--- src/rtl/core/rtps_pkg.sv ---
// ----------------------------------------------------------------------------
// rtps_pkg
// Shared types, constants and helpers of the region to TLB page splitter.
// ----------------------------------------------------------------------------
`default_nettype none

package rtps_pkg;

  localparam int ADDR_W   = 32;
  localparam int MASK_W   = 29;
  localparam int SIZE_W   = 30;
  localparam int ID_W     = 8;
  localparam int SIDX_W   = 6;
  localparam int ERR_W    = 2;
  localparam int CFG_IDX_W = 1;
  localparam int MAX_K    = 8;

  localparam int DEF_TLB_ENTRIES = 64;

  localparam logic [MASK_W-1:0] MAX_MASK_RESET = 29'h1FFE000;
  localparam logic [MASK_W-1:0] FIRST_BIG      = 29'h0006000;
  localparam logic [SIZE_W-1:0] PAIR_MIN       = 30'h0002000;

  localparam logic [CFG_IDX_W-1:0] CFG_MAX_PAGE_MASK = 1'd0;
  localparam logic [CFG_IDX_W-1:0] CFG_ID_IN_ENTRYHI = 1'd1;

  typedef enum logic [ERR_W-1:0] {
    ERR_NONE     = 2'd0,
    ERR_ALIGN    = 2'd1,
    ERR_OVERFLOW = 2'd2
  } err_t;

  typedef enum logic [2:0] {
    S_IDLE,
    S_PMASK,
    S_PDIST,
    S_GMASK,
    S_GDIST,
    S_CLIP,
    S_SIZE,
    S_EMIT
  } state_t;

  typedef enum logic {
    D_MASK,
    D_DIST
  } dop_t;

  typedef struct packed {
    logic ri;
    logic xi;
    logic d;
  } attr_t;

  // pair size for a page of 4 KiB << 2k
  function automatic logic [SIZE_W-1:0] pair_size(input int k);
    logic [SIZE_W-1:0] s;
    s = SIZE_W'(32'h2000 << (2 * k));
    return s;
  endfunction

  function automatic logic [MASK_W-1:0] pair_mask(input int k);
    logic [SIZE_W-1:0] s;
    s = pair_size(k) - PAIR_MIN;
    return s[MASK_W-1:0];
  endfunction

  // largest valid mask whose bits are all set in the written value
  function automatic logic [MASK_W-1:0] eff_max(input logic [MASK_W-1:0] cfg);
    logic [MASK_W-1:0] m;
    m = '0;
    for (int k = 1; k <= MAX_K; k++) begin
      if ((pair_mask(k) & ~cfg) == '0) m = pair_mask(k);
    end
    return m;
  endfunction

endpackage

`default_nettype wire

--- src/rtl/core/region_to_tlb_page_splitter.sv ---
// ----------------------------------------------------------------------------
// region_to_tlb_page_splitter
// Splits a mapping request into paired-page TLB entries, one word per entry.
//
//   channel  handshake             payload
//   in       start / busy          in_host_addr .. in_start_index
//   out      out_valid (strobe)    out_entry_index .. out_error_code
//   cfg      cfg_we                cfg_index, cfg_data
//
// A request is taken when start is high and busy is low. Each chunk between
// alignment boundaries goes through the shared boundary unit (host mask, host
// distance, guest mask, guest distance, clip), then each entry: size pick, emit.
// Start errors come in the cycle after the request; aligned zero length: no word.
// Synchronous reset restores the config defaults; no clearing pass.
// Results are strobed for one cycle; the receiver cannot stall.
// ----------------------------------------------------------------------------
`default_nettype none

module region_to_tlb_page_splitter import rtps_pkg::*; #(
  parameter int TLB_ENTRIES = DEF_TLB_ENTRIES
) (
  input  wire                   clk,
  input  wire                   rst_n,
  input  wire                   start,
  output logic                  busy,
  input  wire [ADDR_W-1:0]      in_host_addr,
  input  wire [ADDR_W-1:0]      in_guest_addr,
  input  wire [ADDR_W-1:0]      in_region_len,
  input  wire [ID_W-1:0]        in_guest_id,
  input  wire                   in_no_read,
  input  wire                   in_read_only,
  input  wire                   in_no_exec,
  input  wire [SIDX_W-1:0]      in_start_index,
  output logic                  out_valid,
  output logic [SIDX_W-1:0]     out_entry_index,
  output logic [ADDR_W-1:0]     out_entry_hi,
  output logic [ADDR_W-1:0]     out_entry_lo0,
  output logic [ADDR_W-1:0]     out_entry_lo1,
  output logic [MASK_W-1:0]     out_page_mask,
  output logic                  out_is_last,
  output logic [ERR_W-1:0]      out_error_code,
  input  wire                   cfg_we,
  input  wire [CFG_IDX_W-1:0]   cfg_index,
  input  wire [MASK_W-1:0]      cfg_data
);

  localparam int IW = $clog2(TLB_ENTRIES + 1);

  state_t state_r, state_nxt;

  logic [MASK_W-1:0] max_r;
  logic              id_en_r;

  logic [ADDR_W-1:0] pa_r, pa_nxt;
  logic [ADDR_W-1:0] gpa_r, gpa_nxt;
  logic [ADDR_W-1:0] len_r, len_nxt;
  logic [IW-1:0]     idx_r, idx_nxt;
  attr_t             attr_r, attr_nxt;
  logic [ID_W-1:0]   id_r, id_nxt;
  logic [MASK_W-1:0] pn_r, pn_nxt;
  logic [SIZE_W-1:0] dist_r, dist_nxt;
  logic [SIZE_W-1:0] target_r, target_nxt;
  logic [SIZE_W-1:0] ps_r, ps_nxt;

  logic              out_valid_r, out_valid_nxt;
  logic [SIDX_W-1:0] out_idx_r, out_idx_nxt;
  logic [ADDR_W-1:0] out_hi_r, out_hi_nxt;
  logic [ADDR_W-1:0] out_lo0_r, out_lo0_nxt;
  logic [ADDR_W-1:0] out_lo1_r, out_lo1_nxt;
  logic [MASK_W-1:0] out_pm_r, out_pm_nxt;
  logic              out_last_r, out_last_nxt;
  err_t              out_err_r, out_err_nxt;

  dop_t              unit_op;
  logic [ADDR_W-1:0] unit_addr;
  logic [SIZE_W-1:0] unit_res;

  logic [ADDR_W-1:0] fmt_hi, fmt_lo0, fmt_lo1;
  logic [MASK_W-1:0] fmt_pm;

  logic              misaligned;
  logic [SIZE_W-1:0] fit;
  logic [ADDR_W-1:0] len_left;
  logic [IW-1:0]     idx_inc;

  rtps_dist u_dist (
    .op       (unit_op),
    .addr     (unit_addr),
    .max_mask (max_r),
    .pn_in    (pn_r),
    .res      (unit_res)
  );

  rtps_fmt u_fmt (
    .pa   (pa_r),
    .gpa  (gpa_r),
    .ps   (ps_r),
    .attr (attr_r),
    .id   (id_r),
    .hi   (fmt_hi),
    .lo0  (fmt_lo0),
    .lo1  (fmt_lo1),
    .pm   (fmt_pm)
  );

  always_ff @(posedge clk) begin
    if (!rst_n) begin
      state_r <= S_IDLE;
    end else begin
      state_r <= state_nxt;
    end
  end

  always_ff @(posedge clk) begin
    if (!rst_n) begin
      max_r       <= MAX_MASK_RESET;
      id_en_r     <= 1'b1;
      out_valid_r <= 1'b0;
    end else begin
      out_valid_r <= out_valid_nxt;
      if (cfg_we) begin
        case (cfg_index)
          CFG_MAX_PAGE_MASK: max_r   <= eff_max(cfg_data);
          CFG_ID_IN_ENTRYHI: id_en_r <= cfg_data[0];
          default: ;
        endcase
      end
    end
  end

  always_ff @(posedge clk) begin
    pa_r       <= pa_nxt;
    gpa_r      <= gpa_nxt;
    len_r      <= len_nxt;
    idx_r      <= idx_nxt;
    attr_r     <= attr_nxt;
    id_r       <= id_nxt;
    pn_r       <= pn_nxt;
    dist_r     <= dist_nxt;
    target_r   <= target_nxt;
    ps_r       <= ps_nxt;
    out_idx_r  <= out_idx_nxt;
    out_hi_r   <= out_hi_nxt;
    out_lo0_r  <= out_lo0_nxt;
    out_lo1_r  <= out_lo1_nxt;
    out_pm_r   <= out_pm_nxt;
    out_last_r <= out_last_nxt;
    out_err_r  <= out_err_nxt;
  end

  // largest pair that fits both the target and the page size limit
  always_comb begin
    fit = PAIR_MIN;
    for (int k = 1; k <= MAX_K; k++) begin
      if (pair_size(k) <= target_r && (pair_mask(k) & ~max_r) == '0) fit = pair_size(k);
    end
  end

  always_comb begin
    misaligned = |(in_host_addr[12:0] | in_guest_addr[12:0] | in_region_len[12:0]);
    len_left   = len_r - {2'b00, ps_r};
    idx_inc    = idx_r + IW'(1);

    state_nxt     = state_r;
    pa_nxt        = pa_r;
    gpa_nxt       = gpa_r;
    len_nxt       = len_r;
    idx_nxt       = idx_r;
    attr_nxt      = attr_r;
    id_nxt        = id_r;
    pn_nxt        = pn_r;
    dist_nxt      = dist_r;
    target_nxt    = target_r;
    ps_nxt        = ps_r;
    out_valid_nxt = 1'b0;
    out_idx_nxt   = out_idx_r;
    out_hi_nxt    = out_hi_r;
    out_lo0_nxt   = out_lo0_r;
    out_lo1_nxt   = out_lo1_r;
    out_pm_nxt    = out_pm_r;
    out_last_nxt  = out_last_r;
    out_err_nxt   = out_err_r;
    unit_op       = D_MASK;
    unit_addr     = pa_r;

    case (state_r)
      S_IDLE: begin
        if (start) begin
          if (misaligned || ({1'b0, in_start_index} >= 7'(TLB_ENTRIES) &&
                             in_region_len != '0)) begin
            out_valid_nxt = 1'b1;
            out_idx_nxt   = '0;
            out_hi_nxt    = '0;
            out_lo0_nxt   = '0;
            out_lo1_nxt   = '0;
            out_pm_nxt    = '0;
            out_last_nxt  = 1'b1;
            out_err_nxt   = misaligned ? ERR_ALIGN : ERR_OVERFLOW;
          end else if (in_region_len != '0) begin
            pa_nxt    = in_host_addr;
            gpa_nxt   = in_guest_addr;
            len_nxt   = in_region_len;
            idx_nxt   = IW'(in_start_index);
            attr_nxt  = '{ri: in_no_read, xi: in_no_exec, d: ~in_read_only};
            id_nxt    = id_en_r ? in_guest_id : '0;
            state_nxt = S_PMASK;
          end
        end
      end
      S_PMASK: begin
        unit_op   = D_MASK;
        unit_addr = pa_r;
        pn_nxt    = unit_res[MASK_W-1:0];
        state_nxt = S_PDIST;
      end
      S_PDIST: begin
        unit_op   = D_DIST;
        unit_addr = pa_r;
        dist_nxt  = unit_res;
        state_nxt = S_GMASK;
      end
      S_GMASK: begin
        unit_op   = D_MASK;
        unit_addr = gpa_r;
        pn_nxt    = unit_res[MASK_W-1:0];
        state_nxt = S_GDIST;
      end
      S_GDIST: begin
        unit_op   = D_DIST;
        unit_addr = gpa_r;
        if (unit_res < dist_r) dist_nxt = unit_res;
        state_nxt = S_CLIP;
      end
      S_CLIP: begin
        target_nxt = (len_r < {2'b00, dist_r}) ? len_r[SIZE_W-1:0] : dist_r;
        state_nxt  = S_SIZE;
      end
      S_SIZE: begin
        ps_nxt    = fit;
        state_nxt = S_EMIT;
      end
      S_EMIT: begin
        out_valid_nxt = 1'b1;
        out_idx_nxt   = SIDX_W'(idx_r);
        out_hi_nxt    = fmt_hi;
        out_lo0_nxt   = fmt_lo0;
        out_lo1_nxt   = fmt_lo1;
        out_pm_nxt    = fmt_pm;
        pa_nxt        = pa_r + {2'b00, ps_r};
        gpa_nxt       = gpa_r + {2'b00, ps_r};
        len_nxt       = len_left;
        idx_nxt       = idx_inc;
        target_nxt    = target_r - ps_r;
        if (len_left == '0) begin
          out_last_nxt = 1'b1;
          out_err_nxt  = ERR_NONE;
          state_nxt    = S_IDLE;
        end else if (idx_inc >= IW'(TLB_ENTRIES)) begin
          out_last_nxt = 1'b1;
          out_err_nxt  = ERR_OVERFLOW;
          state_nxt    = S_IDLE;
        end else begin
          out_last_nxt = 1'b0;
          out_err_nxt  = ERR_NONE;
          state_nxt    = (target_r == ps_r) ? S_PMASK : S_SIZE;
        end
      end
      default: state_nxt = S_IDLE;
    endcase
  end

  assign busy            = (state_r != S_IDLE);
  assign out_valid       = out_valid_r;
  assign out_entry_index = out_idx_r;
  assign out_entry_hi    = out_hi_r;
  assign out_entry_lo0   = out_lo0_r;
  assign out_entry_lo1   = out_lo1_r;
  assign out_page_mask   = out_pm_r;
  assign out_is_last     = out_last_r;
  assign out_error_code  = out_err_r;

`ifndef SYNTH
  a_err_is_last: assert property (@(posedge clk) disable iff (!rst_n)
    out_valid && out_error_code != ERR_NONE |-> out_is_last)
    else $error("error word not marked last");

  a_more_busy: assert property (@(posedge clk) disable iff (!rst_n)
    out_valid && !out_is_last |-> busy)
    else $error("non-final word but block idle");

  a_emit_strobe: assert property (@(posedge clk) disable iff (!rst_n)
    state_r == S_EMIT |=> out_valid)
    else $error("emit step without a result word");

  a_mask_form: assert property (@(posedge clk) disable iff (!rst_n)
    out_valid |-> out_page_mask[12:0] == '0 && out_entry_hi[12:8] == '0)
    else $error("malformed page mask or entry hi");

  a_rose_busy: assert property (@(posedge clk) disable iff (!rst_n)
    $rose(busy) |-> $past(start))
    else $error("busy without a request");
`endif

endmodule

`default_nettype wire

--- src/rtl/core/rtps_dist.sv ---
// ----------------------------------------------------------------------------
// rtps_dist
// Shared boundary unit: page mask one size above what an address alignment allows,
// within the limit, or the distance from the address to the next boundary of a given mask.
// ----------------------------------------------------------------------------
`default_nettype none

module rtps_dist import rtps_pkg::*; (
  input  wire dop_t              op,
  input  wire [ADDR_W-1:0]       addr,
  input  wire [MASK_W-1:0]       max_mask,
  input  wire [MASK_W-1:0]       pn_in,
  output logic [SIZE_W-1:0]      res
);

  logic [ADDR_W-1:0] below_incl;
  logic [ADDR_W-1:0] below;
  logic [ADDR_W-1:0] lowbit;
  logic              even_pos;
  logic [ADDR_W-1:0] lim_full;
  logic [MASK_W-1:0] lim;
  logic [MASK_W-1:0] grown;
  logic [MASK_W-1:0] pn;
  logic [SIZE_W-1:0] span;

  always_comb begin
    below_incl = addr ^ (addr - 32'd1);
    below      = below_incl >> 1;
    lowbit     = below_incl & ~below;
    even_pos   = |(lowbit & 32'h5555_5555);
    lim_full   = even_pos ? (below >> 1) : below;
    lim        = max_mask & lim_full[MASK_W-1:0];
    grown      = ((lim << 2) | lim) & max_mask;
    pn         = (lim != '0) ? grown : FIRST_BIG;
    span       = {1'b0, pn_in} + PAIR_MIN - {1'b0, addr[MASK_W-1:0] & pn_in};
    case (op)
      D_MASK:  res = {1'b0, pn};
      D_DIST:  res = span;
      default: res = '0;
    endcase
  end

endmodule

`default_nettype wire

--- src/rtl/core/rtps_fmt.sv ---
// ----------------------------------------------------------------------------
// rtps_fmt
// Builds EntryHi, EntryLo0/1 and PageMask words of one paired-page entry.
// ----------------------------------------------------------------------------
`default_nettype none

module rtps_fmt import rtps_pkg::*; (
  input  wire [ADDR_W-1:0]   pa,
  input  wire [ADDR_W-1:0]   gpa,
  input  wire [SIZE_W-1:0]   ps,
  input  wire attr_t         attr,
  input  wire [ID_W-1:0]     id,
  output logic [ADDR_W-1:0]  hi,
  output logic [ADDR_W-1:0]  lo0,
  output logic [ADDR_W-1:0]  lo1,
  output logic [MASK_W-1:0]  pm
);

  logic [ADDR_W-1:0] pa_odd;

  always_comb begin
    pa_odd = pa + {3'b000, ps[SIZE_W-1:1]};
    hi     = {gpa[31:13], 5'b00000, id};
    lo0    = {attr.ri, attr.xi, 4'b0000, pa[31:12], 3'b101, attr.d, 1'b1, 1'b0};
    lo1    = {attr.ri, attr.xi, 4'b0000, pa_odd[31:12], 3'b101, attr.d, 1'b1, 1'b0};
    pm     = ps[MASK_W-1:0] - PAIR_MIN[MASK_W-1:0];
  end

endmodule

`default_nettype wire
--- config.mk ---
export PLATFORM = sky130hd
export DESIGN_NAME = region_to_tlb_page_splitter
export DESIGN_NICKNAME = d
export VERILOG_FILES = /design/src/rtl/core/rtps_pkg.sv /design/src/rtl/core/region_to_tlb_page_splitter.sv /design/src/rtl/core/rtps_dist.sv /design/src/rtl/core/rtps_fmt.sv
export SDC_FILE = /design/constraint.sdc
export NUM_CORES = 1
export LEC_CHECK = 0
export ABC_AREA = 1
export BUFFER_PORTS_ARGS = -buffer_cell sky130_fd_sc_hd__buf_2
export CORE_MARGIN = 2
export CORE_UTILIZATION = 39
export DETAILED_ROUTE_END_ITERATION = 8
export PLACE_DENSITY = 0.59
export SYNTH_ARGS = -nofsm -noshare
export SYNTH_HDL_FRONTEND = slang
export SYNTH_SLANG_ARGS = --single-unit
export TNS_END_PERCENT = 100
--- constraint.sdc ---
create_clock -name clk -period 6.84 [get_ports clk]
set_input_delay 0.684 -clock clk [delete_from_list [all_inputs] [get_ports clk]]
set_output_delay 0.684 -clock clk [all_outputs]
set_load 0.02 [all_outputs]
* After elaboration in Yosys (flattened, before gate mapping)
Index checks and enable logic that the tools add are counted.
** Cells by class
- Multipliers :: 0
- Multiplexer cells :: 71
- Shift-type cells :: 0
- Reductions and logical operators :: 50
- Bitwise operators :: 15
- $add $sub $neg :: 10
- Magnitude comparators :: 11
- Eq/ne operators :: 13
- Divide/modulo/power cells :: 0
** Operator list (number)
- zero test 29 bit :: 16
- two-way mux 32 bit :: 12
- case mux 32 bit (2 select lines) :: 6
- two-way mux 29 bit :: 11
- two-way mux 30 bit :: 8
- case mux 30 bit (2 select lines) :: 3
- AND 29 bit :: 3
- adder 32 x 30 -> 32 bit :: 2
- NOT 29 bit :: 2
- case mux 29 bit (2 select lines) :: 1
- adder 32 x 29 -> 32 bit :: 1
- zero test 32 bit :: 1
- < comparator 32 x 30 -> 1 bit :: 1
- nonzero test 32 bit :: 1
- subtractor 32 x 1 -> 32 bit (second input constant) :: 1
- subtractor 32 x 30 -> 32 bit :: 1
- bitwise XOR 32 bit :: 1
- AND 31 bit :: 1
- NOT 31 bit :: 1
- adder 29 x 14 -> 30 bit (second input constant) :: 1
- == test 30 bit :: 1
- less-or-equal comparator 16 x 30 -> 1 bit (first input constant) :: 1
- less-or-equal comparator 18 x 30 -> 1 bit (first input constant) :: 1
- less-or-equal comparator 20 x 30 -> 1 bit (first input constant) :: 1
- other kinds (46) :: 92
** Word-level totals
- Register bits after elaboration :: 401
- Logic and storage cells :: 199
- Bits of input ports :: 147
- Latch bits :: 0
- Output and inout port bits :: 136
- RAM bits :: 0
- Memory bits (read-only) :: 0
- Memories kept :: 0

* Depth between registers and ports, before layout
Gate-level depths: netlist (run 1).
- Depth in word-level cells :: 17
- Mapped depth :: 31

* By module
Synthesis (run 1) repeated with hierarchy kept, for this count alone.
** Unflattened totals
- Cells, all modules :: 3381
- Area total of the unflattened synthesis :: 25722.2 µm²
** By module, submodules not included
- region_to_tlb_page_splitter :: cells an instance 2019, area each 18838.1 µm², sequential area each 10650.2 µm², times used 1
- rtps_dist :: cells an instance 724, area each 3623.5 µm², sequential area each 0.0 µm², times used 1
- rtps_fmt :: cells an instance 638, area each 3260.6 µm², sequential area each 0.0 µm², times used 1

* Least setup slack after synthesis (run 1)
Ideal clock, no wire load.
- Path type :: input to register
- Start point :: input port in_host_addr[8]
- End point :: register gpa_r[0], enable pin
- Stages :: 4
- Setup time :: 0.547 ns
- Data arrival time :: 5.560 ns
- Path buffers :: 0
- Slack :: 0.734 ns
- Cells stage by stage :: or4_1 nor3_1 nand2_1 nor4b_1
** On the way
- Longest elaborated chain between the ends :: 5
** Ends and longest elaborated chain
- start, declared :: RTL line region_to_tlb_page_splitter.sv:26 : input wire [ADDR_W-1:0] in_host_addr,
- bitwise OR 13 bit (2 in a row) :: RTL line region_to_tlb_page_splitter.sv:160 : misaligned = |(in_host_addr[12:0] | in_guest_addr[12:0] | in_region_len[12:0]);
- OR reduction 13 bit :: RTL line region_to_tlb_page_splitter.sv:160
- != test 2 bit (no source line)
- AND reduction 4 bit (no source line)
- end signal, assigned :: RTL line region_to_tlb_page_splitter.sv:133 : gpa_r <= gpa_nxt;
- end, declared :: RTL line region_to_tlb_page_splitter.sv:55 : logic [ADDR_W-1:0] gpa_r, gpa_nxt;
No other way between the ends.
A chain may end at the register's enable or synchronous reset.

* Worst setup path after layout (run 1)
- Start point :: register state_r[2]
- End point :: register dist_r[10], enable pin
** On the way
- Longest elaborated chain between the ends :: 17
- Elaborated cells on any way between the ends :: 26
** Ends and longest elaborated chain
- start, declared :: RTL line region_to_tlb_page_splitter.sv:49 : state_t state_r, state_nxt;
- start signal, assigned :: RTL line region_to_tlb_page_splitter.sv:110 : state_r <= state_nxt;
- parallel branches: the longest is 16 deep, another holds subtractor 32 x 1 -> 32 bit
- AND reduction 2 bit (no source line) *
- end signal, assigned :: RTL line region_to_tlb_page_splitter.sv:139 : dist_r <= dist_nxt;
- end, declared :: RTL line region_to_tlb_page_splitter.sv:61 : logic [SIZE_W-1:0] dist_r, dist_nxt;
Every way passes the cells marked *.

==> results of run 1 <==
[registers in the layout, summed over array words and instances, names as in the netlist, 9 cells and up]
signal	count
pa_r	32
out_page_mask	15
out_entry_hi	27
out_entry_lo1	22
out_entry_lo0	22
gpa_r	32
pn_r	29
target_r	30
len_r	32
dist_r	30
ps_r	9
[per-layer routing]
| layer | GRT usage | wire length (µm) | up-vias |
|---|---|---|---|
| li1 | - | - | 8774 |
| met1 | 0.2992 | 27280 | 8164 |
| met2 | 0.3442 | 26130 | 569 |
| met3 | 0.03064 | 3700 | 99 |
| met4 | 0.07106 | 1863 | 0 |
| met5 | 0 | 0 | - |
[how the worst max path moves through the flow]
stage,startpoint,to,slack (ps),depth (start not counted)
2_1_floorplan,in_host_addr[8],gpa_r[0],730,4
3_3_place_gp,state_r[1],dist_r[2],1520,23
3_5_place_dp,state_r[1],dist_r[2],1430,23
4_1_cts,state_r[1],dist_r[10],1400,28
5_1_grt,state_r[1],dist_r[3],900,27
6_report,state_r[2],dist_r[10],1310,27
[synth_stat cells, types with 3 or more instances]
library cell and n:
o21bai_1 5, o31ai_1 4, nand2_1 589, nor2_1 290, o211ai_1 15, a31oi_1 6
a211oi_1 6, or2_2 7, buf_4 40, ha_1 137, nor3_1 29, edfxtp_1 307
xor2_1 17, nand3_1 131, o21ai_2 8, nand4_1 36, o21ai_0 148, nor2_2 7
buf_1 10, o21ai_1 15, a221o_1 4, o22ai_1 5, a21o_1 8, inv_2 3
xnor2_1 8, nand3b_1 5, dfxtp_1 13, clkbuf_1 31, nand2_2 8, a21oi_1 169
nor3b_1 3, buf_6 3, buf_2 4, inv_1 361, nor4_1 24, o21a_1 7
[power by group through the flow]
stage | Combinational [mW] | Sequential (mW) | Clock [mW]
after global placement | 0.191 | 2.21 | 0
after CTS | 0.194 | 2.17 | 2.25
final | 0.193 | 2.17 | 2.20
after global routing | 0.212 | 2.17 | 2.32
after floorplan | 0.0880 | 2.24 | 0
after detailed placement | 0.193 | 2.21 | 0
[cells in the final DEF, fill, tap and decap left out, types with 32 or more instances in the layout]
cell | netlist | final
nand3_1 | 131 | 131
edfxtp_1 | 307 | 307
nor2_1 | 290 | 286
ha_1 | 137 | 137
clkbuf_16 | 0 | 39
inv_1 | 361 | 361
o21ai_0 | 148 | 148
buf_2 | 4 | 240
nand2_1 | 589 | 589
nand4_1 | 36 | 36
conb_1 | 2 | 32
a21oi_1 | 169 | 169
[worst reg2reg max path, delay by kind of cell (launching register included)]
| family | cells | cell delay (ps) |
|---|---|---|
| AO/OA/AOI/OAI | 6 | 1220 |
| buffers and inverters | 4 | 520 |
| AND/OR/NAND/NOR | 15 | 2440 |
| flip-flops | 1 | 520 |
| adder cells (fa/ha/maj) | 2 | 530 |
[stage by stage]
step	instance area, µm²	std cells	hold slack, ps	utilization
CTS	23530	3433	275.6	0.4567
global placement	22180	3364	511.5	0.4307
global route	23530	3433	282.7	0.4567
floorplan	20500	2519	488.3	-
detailed placement	22180	3364	527.1	0.4307
finish	23530	3433	305.5	0.4567
[cell type report]
type	count	area share
well taps	680	0.03616
multi-input cells	1745	0.3893
flip-flops and latches	320	0.4029
clock inverters	22	0.01436
repair buffers	254	0.05605
inverters	365	0.05845
clock buffers	47	0.04276
[cell families after synthesis]
logic type,after synthesis,share of synthesized area
other,2,0.0003684
DFF,320,0.4650
and+or+nand+nor,1142,0.2349
AOI/OAI and AO/OA,408,0.1108
xor gates and xnor gates,25,0.01074
buffers and inverters,454,0.09311
adders and majority gates,138,0.08507
==> results.sh, run 1 <==
export IMPL_status="complete, no violations"
export IMPL_avgRoutedWirePerCell_um=17.18
export IMPL_synthesis_area_um2=20390
export IMPL_cpMostUsedCell="nand2_1"
export IMPL_initial_core_util=0.3958
export IMPL_ctsHoldBuffers=0
export IMPL_p_int_mw=3.583
export IMPL_worstHoldStart="in_no_exec"
export IMPL_fin_setup_tns_ps=0
export IMPL_numCtsBuffers=38
export IMPL_nets=3009
export IMPL_ir_drop_v=0.0001481
export IMPL_synthDistinctLibCells=56
export IMPL_setup_slack_ps=1305
export IMPL_dp_slack_ps=1428
export IMPL_grt_overflow_total=0
export IMPL_p_sw_frac=0.2159
export IMPL_drive_gt1_frac=0.1304
export IMPL_synth_top_cell_area_share=0.4522
export IMPL_cts_tree="yes"
export IMPL_multiInputGateArea_um2=9159
export IMPL_drv_cap=0
export IMPL_synth_edff_count=307
export IMPL_yosysWarnings=0
export IMPL_grt_max_degree=99
export IMPL_cts_setup_buffers=0
export IMPL_cp_start_kind="flip-flop"
export IMPL_slowest_stage="dfxtp_1"
export IMPL_drtIter0Drc=1306
export IMPL_crit_type="flip-flop to flip-flop"
export IMPL_cts_repair_resized=0
export IMPL_r2r_end="dist_r[10]"
export IMPL_place_congestion=0.9077
export IMPL_end_kind="flip-flop"
export IMPL_fmax_mhz=180.7
export IMPL_whs_path_depth=1
export IMPL_io_buffers=240
export IMPL_fp_dieH_um=232.6
export IMPL_setup_viol=0
export IMPL_cp_required_ps=7080
export IMPL_r2r_setup_slack_ps=1310
export IMPL_slew_violations=0
export IMPL_finalCriticalPeriod_ps=5535
export IMPL_clockRootBuffer="clkbuf_16"
export IMPL_power_frac_comb=0.042
export IMPL_netlist_instances=2489
export IMPL_slew_headroom=0.2491
export IMPL_hold_path_class="primary input to flip-flop"
export IMPL_power_total_mw=4.570
export IMPL_clkLatencyLatePin_ps=570
export IMPL_antenna_left=0
export IMPL_syn2layout_area_growth_pct=15.41
export IMPL_leakage_nw=10.95
export IMPL_crit_family="simple AND/OR/NAND/NOR gates"
export IMPL_io_pins=283
export IMPL_via_per_inst=5.128
export IMPL_grt_pass1_vias=16390
export IMPL_dp_hpwl_um=45850
export IMPL_synth_top_area_cell="edfxtp_1"
export IMPL_power_density_nw_per_um2=194.2
export IMPL_antenna_found_initial=0
export IMPL_core_region_area_um2=51510
export IMPL_synth_area_top_cells="edfxtp_1 (45%), nand2_1 (11%), ha_1 (8.4%)"
export IMPL_cp_arrival_ps=5780
export IMPL_synth_ff_type="edfxtp_1"
export IMPL_via_count=17610
export IMPL_antenna_cells=0
export IMPL_grt_setup_unrepaired="false"
export IMPL_crit_fanout=55
export IMPL_htreeDepth=2
export IMPL_r2r_start="state_r[2]"
export IMPL_num_fill_cells=5148
export IMPL_fin_crit_sh=0.8092
export IMPL_synth_async_reset_ratio=0
export IMPL_num_rows=83
export IMPL_postSynthAreaPerCell_um2=8.190
export IMPL_regArea_um2=9479
export IMPL_clock_sinks=320
export IMPL_rr_worst_depth=27
export IMPL_routed_wl_um=58980
export IMPL_hold_path_end="attr_r[1]"
export IMPL_clk_pin_slew_ps=60
export IMPL_grt_pass1_wl_um=89820
export IMPL_final_hold_viol_count=0
export IMPL_dr_pass1_iters=6
export IMPL_power_share_clock=0.482
export IMPL_yosysSeqAreaShare=0.4650
export IMPL_tightest_slew_ps=1122
export IMPL_pwr_share_seq=0.475
export IMPL_die_w_um=232.6
export IMPL_cp_num_buf_inv=4
export IMPL_synth_seq_cells=320
export IMPL_grt_total_usage=0.2151
export IMPL_dieArea_um2=54120
export IMPL_cts_buffer_depth=3
export IMPL_skew_ps=39.25
export IMPL_drc=0
export IMPL_switchingPower_mw=0.9866
export IMPL_cpPeakStageDelay_ps=520
No activity file was read; power rests on OpenSTA's default activity.
==> run 2: changes to the inputs <==
==> constraint.sdc (replaced) <==
create_clock -name clk -period 5.7 [get_ports clk]
set_input_delay 0.57 -clock clk [delete_from_list [all_inputs] [get_ports clk]]
set_output_delay 0.57 -clock clk [all_outputs]
set_load 0.02 [all_outputs]
==> results.sh, run 2 (synthesis results as in run 1) <==
export IMPL_antenna_found_initial=0
export IMPL_clk_pin_slew_ps=60
export IMPL_htreeDepth=2
export IMPL_finalCriticalPeriod_ps=5239
export IMPL_cpPeakStageDelay_ps=450
export IMPL_final_hold_viol_count=0
export IMPL_skew_ps=27.42
export IMPL_via_per_inst=5.095
export IMPL_slew_violations=0
export IMPL_antenna_left=0
export IMPL_avgRoutedWirePerCell_um=17.18
export IMPL_die_w_um=232.6
export IMPL_dieArea_um2=54120
export IMPL_layout_commonest_cell="nand2_1"
export IMPL_end_kind="flip-flop"
export IMPL_numCtsBuffers=39
export IMPL_num_fill_cells=5139
export IMPL_drv_cap=0
export IMPL_cts_setup_buffers=0
export IMPL_r2r_setup_slack_ps=460
export IMPL_clkLatencyLatePin_ps=580
export IMPL_cp_arrival_ps=5480
export IMPL_routed_wl_um=59010
export IMPL_dp_hpwl_um=45470
export IMPL_nets=3010
export IMPL_drtIter0Drc=1287
export IMPL_r2r_end="dist_r[2]"
export IMPL_grt_max_degree=127
export IMPL_slowest_stage="dfxtp_1"
export IMPL_ir_drop_v=0.0001681
export IMPL_setup_viol=0
export IMPL_clock_sinks=320
export IMPL_cpMostUsedCell="nand2_1"
export IMPL_fmax_mhz=190.9
export IMPL_grt_overflow_total=0
export IMPL_place_congestion=0.8959
export IMPL_cp_start_kind="flip-flop"
export IMPL_cts_tree="yes"
export IMPL_dr_pass1_iters=5
export IMPL_power_density_nw_per_um2=227.1
export IMPL_r2r_start="state_r[1]"
export IMPL_grt_setup_unrepaired="false"
export IMPL_grt_total_usage=0.2160
export IMPL_core_region_area_um2=51510
export IMPL_tightest_slew_ps=1178
export IMPL_drc=0
export IMPL_num_rows=83
export IMPL_worstHoldStart="in_no_exec"
export IMPL_fin_setup_tns_ps=0
export IMPL_clockRootBuffer="clkbuf_16"
export IMPL_crit_family="simple AND/OR/NAND/NOR gates"
export IMPL_status="complete, no violations"
export IMPL_hold_path_end="attr_r[1]"
export IMPL_antenna_cells=0
export IMPL_cts_repair_resized=0
export IMPL_io_pins=283
export IMPL_reg_top3="gpa_r (32), len_r (32), pa_r (32)"
export IMPL_syn2layout_area_growth_pct=15.06
export IMPL_utilization=0.4554
export IMPL_hold_path_class="primary input to flip-flop"
export IMPL_rr_worst_depth=27
export IMPL_via_count=17500
export IMPL_ctsHoldBuffers=0
export IMPL_crit_type="flip-flop to flip-flop"
export IMPL_leakage_nw=10.93
export IMPL_drive_gt1_frac=0.1292
export IMPL_grt_pass1_wl_um=90950
export IMPL_crit_fanout=55
export IMPL_grt_pass1_vias=16720
export IMPL_cts_buffer_depth=3
export IMPL_cp_required_ps=5940
export IMPL_slew_headroom=0.2144
export IMPL_final_cell_mix="nand2_1 (589), inv_1 (361), edfxtp_1 (307), nor2_1 (287), buf_2 (240)"
export IMPL_fin_crit_sh=0.9191
export IMPL_initial_core_util=0.3958
export IMPL_io_buffers=240
export IMPL_whs_path_depth=1
export IMPL_fp_dieH_um=232.6
export IMPL_cp_num_buf_inv=4
run 2: changes by cell type in the layout (fill, tap and decap cells not counted), sizes merged:
cell / change
bufinv: -5
clkbuf: +8
clkinv: +3
clkinvlp: -3
inv: -1
run 2: power breakdown:
part | internal (mW) | switching, mW
Sequential | 2.59 | 0.0150
Combinational | 0.0809 | 0.153
Clock | 1.45 | 1.03
Total | 4.13 | 1.20
run 2: worst max path at each step:
stage                 end        from  slack (ps)  depth (start not counted)
5_1_grt        dist_r[11]  state_r[1]          10                         29
3_3_place_gp    dist_r[5]  state_r[2]         610                         28
4_1_cts         dist_r[4]  state_r[1]         510                         26
2_1_floorplan   dist_r[0]  state_r[0]         660                         27
6_report        dist_r[2]  state_r[1]         460                         27
3_5_place_dp    dist_r[3]  state_r[1]         560                         26
run 2: metrics by stage:
step,cells,hold slack [ps],power (mW),setup WS (ps),instance area [µm²]
floorplan,2519,488.3,2.794,657.4,20510
finish,3435,169.9,5.328,461.1,23460
global route,3435,163.1,5.488,12.16,23460
CTS,3435,145.4,5.383,511.3,23460
global placement,3364,512.3,2.886,613.5,22190
detailed placement,3364,527.9,2.890,555.8,22190
run 2: area by class of cell:
class                   count  area (µm²)  share of cell area
clock buffers              55        1066             0.04545
inverters                 365        1375             0.05862
flip-flops and latches    320        9479              0.4041
multi-input cells        1745        9165              0.3907
well taps                 680       850.8             0.03627
repair buffers            254        1319             0.05622
clock inverters            16       201.4            0.008588
run 2: metal layers:
layer	part of all wire	vias up	GRT usage	wire, µm
met5	0	-	0	0
met1	0.47	8110	0.3009	27540
met4	0.024	0	0.06409	1406
li1	-	8772	-	-
met2	0.45	541	0.3486	26400
met3	0.062	78	0.03088	3675
